**src/hw/rtl/lru_key_value_cache_unit_assert.svh**
```systemverilog
`ifndef LRU_KEY_VALUE_CACHE_UNIT_ASSERT_SVH
`define LRU_KEY_VALUE_CACHE_UNIT_ASSERT_SVH

`ifndef ASSERT_OFF
`define LKVC_ASSERT_IMPL(label, ck, rn, ante, cons) \
  label: assert property (@(posedge ck) disable iff (!rn) (ante) |-> (cons)) \
    else $error("lkvc assertion failed");
`define LKVC_ASSERT_NEXT(label, ck, rn, ante, cons) \
  label: assert property (@(posedge ck) disable iff (!rn) (ante) |=> (cons)) \
    else $error("lkvc assertion failed");
`else
`define LKVC_ASSERT_IMPL(label, ck, rn, ante, cons)
`define LKVC_ASSERT_NEXT(label, ck, rn, ante, cons)
`endif

`endif

```
**src/hw/rtl/lkvc_pkg.sv**
```systemverilog
package lkvc_pkg;

  localparam int MAX_ENTRIES = 16;
  localparam int IDX_W       = (MAX_ENTRIES > 1) ? $clog2(MAX_ENTRIES) : 1;
  localparam int CNT_W       = $clog2(MAX_ENTRIES + 1);
  localparam int CAP_W       = 5;
  localparam int CMP_W       = (CNT_W > CAP_W) ? CNT_W : CAP_W;
  localparam logic [CAP_W-1:0] CAP_RESET = CAP_W'(16);

  typedef struct packed {
    logic               mode;
    logic signed [31:0] key;
    logic signed [31:0] write_value;
  } in_word_t;

  typedef struct packed {
    logic               hit;
    logic signed [31:0] read_value;
    logic               evicted;
    logic signed [31:0] evicted_key;
  } out_word_t;

endpackage

```
**src/hw/rtl/lru_key_value_cache_unit.sv**
```systemverilog
// LRU key/value cache, fully associative, MAX_ENTRIES slots.
// Input channel (in_valid/in_stall/in_word): one word per lookup (mode 0)
// or write (mode 1). A word is taken when in_valid is high and in_stall low.
// Output channel (out_valid/out_stall/out_word): exactly one result word per
// input word, in order: hit flag, read value, eviction flag and evicted key.
// Config channel (cfg_valid/cfg_ready/cfg_data): capacity_in_use; the user must
// write it only while the block is idle, which the block does not enforce; cfg_ready is always high.
// Timing: a word is accepted in the idle state, the sequencer then steps a
// single key/rank compare unit over all MAX_ENTRIES slots, one per cycle,
// and commits in the update state, which waits while the output register
// is full and stalled. A new word is taken only once the last is committed.
// in_stall is high from accept until the result is loaded.
// If the receiver stalls, the result holds in the output register and the
// next word is still accepted and scanned; its update waits until the
// output register frees.
// Reset (rst_n low, synchronous) clears all valid bits, ranks, the entry
// count and sets capacity to 16. Keys and values are not cleared.
module lru_key_value_cache_unit (
  input  logic                        clk,
  input  logic                        rst_n,
  input  logic                        in_valid,
  output logic                        in_stall,
  input  lkvc_pkg::in_word_t          in_word,
  output logic                        out_valid,
  input  logic                        out_stall,
  output lkvc_pkg::out_word_t         out_word,
  input  logic                        cfg_valid,
  output logic                        cfg_ready,
  input  logic [lkvc_pkg::CAP_W-1:0]  cfg_data
);

  typedef enum logic [2:0] {
    ST_IDLE = 3'b001,
    ST_SCAN = 3'b010,
    ST_UPD  = 3'b100
  } state_t;

  localparam int N  = lkvc_pkg::MAX_ENTRIES;
  localparam int IW = lkvc_pkg::IDX_W;
  localparam int CW = lkvc_pkg::CNT_W;
  localparam int MW = lkvc_pkg::CMP_W;

  state_t state_r, state_nxt;

  logic [31:0]          key_mem   [N];
  logic [31:0]          val_mem   [N];
  logic [IW-1:0]        rank_r    [N];
  logic [N-1:0]         valid_r;
  logic [CW-1:0]        count_r;
  logic [lkvc_pkg::CAP_W-1:0] cap_r;

  lkvc_pkg::in_word_t   item_r;
  logic [IW-1:0]        idx_r;
  logic                 found_r;
  logic [IW-1:0]        slot_r;
  logic [IW-1:0]        old_rank_r;
  logic [31:0]          hit_val_r;
  logic                 have_r;
  logic [IW-1:0]        best_r;
  logic [IW-1:0]        lru_slot_r;
  logic [31:0]          lru_key_r;
  logic                 free_found_r;
  logic [IW-1:0]        free_slot_r;

  logic                 out_valid_r;
  lkvc_pkg::out_word_t  out_word_r;

  logic                 accept;
  logic                 last_idx;
  logic                 out_free;
  logic                 commit;
  logic                 cur_valid;
  logic                 key_match;
  logic                 lru_take;
  logic [MW-1:0]        eff_cap;
  logic                 do_evict;
  logic                 do_ins;
  logic [IW-1:0]        ins_slot;

  assign accept    = (state_r == ST_IDLE) && in_valid;
  assign in_stall  = (state_r != ST_IDLE);
  assign cfg_ready = 1'b1;
  assign out_valid = out_valid_r;
  assign out_word  = out_word_r;

  assign last_idx  = (idx_r == IW'(N - 1));
  assign out_free  = !out_valid_r || !out_stall;
  assign commit    = (state_r == ST_UPD) && out_free;

  assign cur_valid = valid_r[idx_r];
  assign key_match = cur_valid && (key_mem[idx_r] == item_r.key);
  assign lru_take  = cur_valid && (!have_r || (rank_r[idx_r] >= best_r));

  always_comb begin
    if (cap_r == '0) begin
      eff_cap = MW'(1);
    end else if (MW'(cap_r) > MW'(N)) begin
      eff_cap = MW'(N);
    end else begin
      eff_cap = MW'(cap_r);
    end
  end

  assign do_evict = !found_r && item_r.mode && (MW'(count_r) >= eff_cap) && have_r;
  assign do_ins   = !found_r && item_r.mode && (do_evict || free_found_r);

  always_comb begin
    if (do_evict && !(free_found_r && (free_slot_r < lru_slot_r))) begin
      ins_slot = lru_slot_r;
    end else begin
      ins_slot = free_slot_r;
    end
  end

  always_comb begin
    state_nxt = state_r;
    unique case (state_r)
      ST_IDLE: if (in_valid) state_nxt = ST_SCAN;
      ST_SCAN: if (last_idx) state_nxt = ST_UPD;
      ST_UPD:  if (out_free) state_nxt = ST_IDLE;
      default: state_nxt = ST_IDLE;
    endcase
  end

  always_ff @(posedge clk) begin
    if (!rst_n) begin
      state_r <= ST_IDLE;
    end else begin
      state_r <= state_nxt;
    end
  end

  always_ff @(posedge clk) begin
    if (!rst_n) begin
      cap_r <= lkvc_pkg::CAP_RESET;
    end else if (cfg_valid && cfg_ready) begin
      cap_r <= cfg_data;
    end
  end

  // scan: one slot per cycle through the shared compare unit
  always_ff @(posedge clk) begin
    if (accept) begin
      item_r       <= in_word;
      idx_r        <= '0;
      found_r      <= 1'b0;
      have_r       <= 1'b0;
      free_found_r <= 1'b0;
    end else if (state_r == ST_SCAN) begin
      idx_r <= idx_r + IW'(1);
      if (key_match && !found_r) begin
        found_r    <= 1'b1;
        slot_r     <= idx_r;
        old_rank_r <= rank_r[idx_r];
        hit_val_r  <= val_mem[idx_r];
      end
      if (lru_take) begin
        have_r     <= 1'b1;
        best_r     <= rank_r[idx_r];
        lru_slot_r <= idx_r;
        lru_key_r  <= key_mem[idx_r];
      end
      if (!cur_valid && !free_found_r) begin
        free_found_r <= 1'b1;
        free_slot_r  <= idx_r;
      end
    end
  end

  always_ff @(posedge clk) begin
    if (commit) begin
      if (found_r && item_r.mode) begin
        val_mem[slot_r] <= item_r.write_value;
      end else if (do_ins) begin
        key_mem[ins_slot] <= item_r.key;
        val_mem[ins_slot] <= item_r.write_value;
      end
    end
  end

  always_ff @(posedge clk) begin
    if (!rst_n) begin
      valid_r <= '0;
      count_r <= '0;
      for (int i = 0; i < N; i++) begin
        rank_r[i] <= '0;
      end
    end else if (commit) begin
      if (found_r) begin
        for (int i = 0; i < N; i++) begin
          if (valid_r[i] && (IW'(i) != slot_r) && (rank_r[i] < old_rank_r)) begin
            rank_r[i] <= rank_r[i] + IW'(1);
          end
        end
        rank_r[slot_r] <= '0;
      end else if (do_ins) begin
        for (int i = 0; i < N; i++) begin
          if (valid_r[i] && (IW'(i) != ins_slot) &&
              !(do_evict && (IW'(i) == lru_slot_r))) begin
            rank_r[i] <= rank_r[i] + IW'(1);
          end
        end
        rank_r[ins_slot]  <= '0;
        valid_r[ins_slot] <= 1'b1;
        if (!do_evict) begin
          count_r <= count_r + CW'(1);
        end
      end
      // an evict whose slot is not reused
      if (do_evict && (ins_slot != lru_slot_r)) begin
        valid_r[lru_slot_r] <= 1'b0;
      end
    end
  end

  always_ff @(posedge clk) begin
    if (!rst_n) begin
      out_valid_r <= 1'b0;
    end else if (commit) begin
      out_valid_r <= 1'b1;
    end else if (!out_stall) begin
      out_valid_r <= 1'b0;
    end
  end

  always_ff @(posedge clk) begin
    if (commit) begin
      out_word_r.hit         <= found_r;
      out_word_r.read_value  <= (found_r && !item_r.mode) ? hit_val_r : '0;
      out_word_r.evicted     <= do_evict;
      out_word_r.evicted_key <= do_evict ? lru_key_r : '0;
    end
  end

`include "lru_key_value_cache_unit_assert.svh"

  `LKVC_ASSERT_IMPL(a_count_matches_valid, clk, rst_n, 1'b1, $countones(valid_r) == int'(count_r))
  `LKVC_ASSERT_IMPL(a_no_hit_and_evict, clk, rst_n, out_valid, !(out_word.hit && out_word.evicted))
  `LKVC_ASSERT_IMPL(a_miss_reads_zero, clk, rst_n, out_valid && !out_word.hit, out_word.read_value == '0)
  `LKVC_ASSERT_NEXT(a_commit_loads_out, clk, rst_n, commit, out_valid && (state_r == ST_IDLE))

endmodule

```
**config.mk**
```make
export PLATFORM = sky130hd
export DESIGN_NAME = lru_key_value_cache_unit
export DESIGN_NICKNAME = d
export VERILOG_FILES = /design/src/hw/rtl/lkvc_pkg.sv /design/src/hw/rtl/lru_key_value_cache_unit.sv
export VERILOG_INCLUDE_DIRS = /design/src /design/src/hw/rtl
export SDC_FILE = /design/constraint.sdc
export NUM_CORES = 1
export LEC_CHECK = 0
export BUFFER_PORTS_ARGS = -buffer_cell sky130_fd_sc_hd__buf_2
export CAP_MARGIN = 20
export CORE_AREA = 2 2 368 370
export DETAILED_ROUTE_END_ITERATION = 7
export DIE_AREA = 0 0 370 372
export GPL_TIMING_DRIVEN = 0
export SYNTH_ARGS = -nofsm -noshare
export SYNTH_HDL_FRONTEND = slang
export SYNTH_SLANG_ARGS = --single-unit
```
**constraint.sdc**
```tcl
create_clock -name clk -period 8.6 [get_ports clk]
set_clock_uncertainty 0.2 [all_clocks]
set_input_delay 0.86 -clock clk [delete_from_list [all_inputs] [get_ports clk]]
set_output_delay 0.86 -clock clk [all_outputs]
set_load 0.01 [all_outputs]
```
==> out/qor.log <==
INFO  setup_path     worstReg2RegEnd=lru_key_r[11]
INFO  min_path       hold_path.startpoint=in_word[7]
INFO  final_layout   drive_above_1_share=24.51%
INFO  sta            drv_slew=0
INFO  power_and_ir_drop worst_ir_drop_vdd=184.1uV
INFO  setup_path     worst-endpoint-arrival=6.73ns
INFO  floorplan      design.core.area=134300squm
INFO  logic_synthesis synth_warnings=0
INFO  logic_synthesis commonest_register_cell_after_synthesis=sky130_fd_sc_hd__edfxtp_1
INFO  sta            fin_tns_setup=0ns
INFO  global_routing grt_pass1_wl=215000um
INFO  power_and_ir_drop leakagePower=20.53nW
INFO  final_layout   fillerInstances=11220
INFO  logic_synthesis part_of_the_yosys_area_used_for_sequential_elements=72.10%
INFO  final_layout   layout_commonest_cell=sky130_fd_sc_hd__edfxtp_1
INFO  sta            min_period_over_period=75.04%
INFO  status         status=finished, final reports clean
INFO  sta            hold_viol_final=0
INFO  clock_tree     ctsLongestPathBuffers=3
INFO  place          place.gp.congestion=0.9382
INFO  route          drc_violation_count_after_routing=0
INFO  min_path       hp-class=primary input to register
INFO  setup_path     cp-end-kind=register
INFO  sta            timing.fmax=155.0MHz
INFO  clock_tree     post_cts.repair.setup_buffers=0
INFO  global_routing grt_antenna_before_repair=3
INFO  sta            maxSlewHeadroom=19.46%
INFO  logic_synthesis post_synth_instance_area=54520squm
INFO  setup_path     r2r.worst_path.cells=15
INFO  setup_path     worst_setup_path_start_kind=register
INFO  logic_synthesis syn_avg_cell_area=18.53squm
INFO  sta            timing.final.crit_period=6.454ns
INFO  place          place.detailed.hpwl=98770um
INFO  route          via_per_inst=5.768
INFO  final_layout   mostFrequentLayoutCells=sky130_fd_sc_hd__edfxtp_1 (1239), sky130_fd_sc_hd__mux4_2 (290), sky130_fd_sc_hd__buf_2 (167), sky130_fd_sc_hd__clkbuf_16 (143), sky130_fd_sc_hd__mux2i_1 (110)
INFO  setup_path     r2r_setup_slk=2.15ns
INFO  job            drv_cap=0
INFO  place          dp.cells=4941
INFO  power_and_ir_drop pwr_density_cell=224.1nW/um^2
INFO  floorplan      fp.dieW=370um
INFO  floorplan      initial_core_util=40.60%
INFO  setup_path     crit_path_max_fanout=11
INFO  logic_synthesis synth_edf_count=1239
INFO  floorplan      io-pin-count=144
INFO  clock_tree     cts_made_buffers=143
INFO  place          place_worst_setup_slack=2.035ns
INFO  clock_tree     cts_num_sinks=1344
INFO  global_routing grt_usage=21.86%
INFO  clock_tree     worstSkewPairLatency=0.80ns
INFO  sta            setup_viol_count_final=0
INFO  floorplan      fp-row-count=135
INFO  global_routing overflow=0
INFO  final_layout   synthToLayoutAreaGrowth=17.24%
INFO  logic_synthesis async_flop_share=0%
INFO  route          vias=30210
INFO  logic_synthesis syn-instance-count=2942
INFO  sta            timing_worst_slew_pin_value=1.204ns
INFO  min_path       hold_path_endpoint=item_r[7]
INFO  sta            unrepaired_setup_endpoints_after_global_routing=false
INFO  final_layout   final-seq-area=39310squm
INFO  global_routing number_of_global_route_vias_before_repair=29960
INFO  floorplan      die_area=137600squm
INFO  logic_synthesis synth_seq_cells=1344
INFO  clock_tree     cts_resized=0
INFO  sta            fin_hold_ws=0.05303ns
INFO  setup_path     worst_setup_path_class=register to register
INFO  logic_synthesis yosysUniqueCellTypes=81
INFO  global_routing grt_start_max_net_pins=38
INFO  place          post_dp_cell_area=59040squm
INFO  clock_tree     cts_root_buffer=sky130_fd_sc_hd__clkbuf_16
INFO  final_layout   multi_input_comb_area=14560squm
INFO  clock_tree     htreeDepth=4
INFO  logic_synthesis synthesis.nets=3095
INFO  final_layout   final_layout_net_count=3485
INFO  min_path       hold_path_depth=1
INFO  clock_tree     tritoncts_clock_tree=done
INFO  place          buffer_ports.inserted=141
INFO  setup_path     worst-endpoint-required=8.88ns
INFO  floorplan      die_height=372um
INFO  final_layout   fin_area=63910squm
INFO  route          wl_per_cell=28.64um
INFO  sta            final.setup.worst_slack=2.146ns
INFO  route          routed_wirelength=150000um
INFO  route          drt_pass1_iterations=5
INFO  route          drtAntennaViolNets=0
INFO  clock_tree     clock_input_transition_at_the_sequential_cells_of_the_worst_setup_and_hold_paths=0.06ns
INFO  final_layout   count_of_placed_standard_cells_in_the_final_layout_fillers_left_out=5237
INFO  route          drt-initial-drc-count=3300
power breakdown:
group	internal [mW]	switching, mW
combinational	0.418	0.490
sequential	7.24	0.149
clock	3.39	2.63
cells by family after synthesis:
logic type | synth area share, %
adder cells (fa/ha/maj) | 1.790
XOR/XNOR | 0.8997
multiplexers | 14.37
flip-flops | 72.10
other | 0.006879
AND/OR/NAND/NOR | 4.815
buffers and inverters | 1.657
AO/OA/AOI/OAI | 4.356
cell usage after synthesis (all sizes together) (33+ instances only):
library cell	instances	area, sq um
clkbuf	60	226.5
dfxtp	105	2102
nor2b	41	256.5
nor2	103	386.6
nand3	48	240.2
edfxtp	1239	37210
a21oi	86	430.4
nor3	33	165.2
mux2i	110	1101
ha	78	975.9
inv	53	198.9
o21ai	56	280.3
nand2	98	367.9
and2	77	481.7
buf	77	463.0
mux4	290	6531
nand2b	34	212.7
metal layers:
metal / up-vias / global-route usage [%] / share of wire (%)
met5: - / 0 / 0
met4: 0 / 6.567 / 2.5
met3: 225 / 4.402 / 7.9
met2: 1323 / 35.03 / 48
met1: 15920 / 30.25 / 42
li1: 12740 / - / -
through the flow:
| step | util (%) | power [mW] |
|---|---|---|
| after CTS | 47.50 | 14.42 |
| final | 47.60 | 14.33 |
| after global placement | 42.78 | 8.389 |
| after detailed placement | 43.97 | 8.415 |
| after floorplan | - | 8.054 |
| after global routing | 47.59 | 14.75 |
what timing repair did:
item	in CTS	in global routing
hold endpoints to repair	18	0
hold buffers	18	0
setup endpoints to repair	0	0
cell type report:
type | instances | area share [%]
Sequential cell | 1344 | 61.50
Tap cell | 1781 | 3.487
Clock inverter | 87 | 1.327
Multi-Input combinational cell | 1404 | 22.78
Inverter | 57 | 0.3387
Buffer | 137 | 1.085
Antenna cell | 4 | 0.01566
Timing Repair Buffer | 245 | 3.649
Clock buffer | 178 | 5.820
worst max-delay path, stage by stage (launching register included):
cell                       delay, ns
sky130_fd_sc_hd__dfxtp_1        0.52
sky130_fd_sc_hd__buf_6          0.26
sky130_fd_sc_hd__buf_6          0.21
sky130_fd_sc_hd__buf_4          0.29
sky130_fd_sc_hd__buf_2          0.40
sky130_fd_sc_hd__buf_1          0.65
sky130_fd_sc_hd__buf_1          0.72
sky130_fd_sc_hd__mux4_2         0.46
sky130_fd_sc_hd__mux4_2         0.51
sky130_fd_sc_hd__ha_1           0.29
sky130_fd_sc_hd__a21oi_1        0.06
sky130_fd_sc_hd__nor2b_1        0.10
sky130_fd_sc_hd__o21ai_0        0.13
sky130_fd_sc_hd__a311oi_4       0.83
sky130_fd_sc_hd__buf_8          0.25
sky130_fd_sc_hd__buf_8          0.18
sequential cells by signal, summed over array words and instances (netlist names), 5 cells and up, named ones only:
signal     flops
key_mem      512
val_mem      512
out_word      66
item_r        65
rank_r        64
hit_val_r     32
lru_key_r     32
valid_r       16
cap_r          5
count_r        5
worst max path at each step:
stage / to / startpoint
2_1_floorplan: best_r[0] / register
3_3_place_gp: lru_key_r[18] / register
3_5_place_dp: lru_key_r[20] / register
4_1_cts: lru_key_r[11] / register
5_1_grt: lru_key_r[11] / register
6_report: lru_key_r[11] / register
Note: power is estimated with default switching activity, not from simulation.
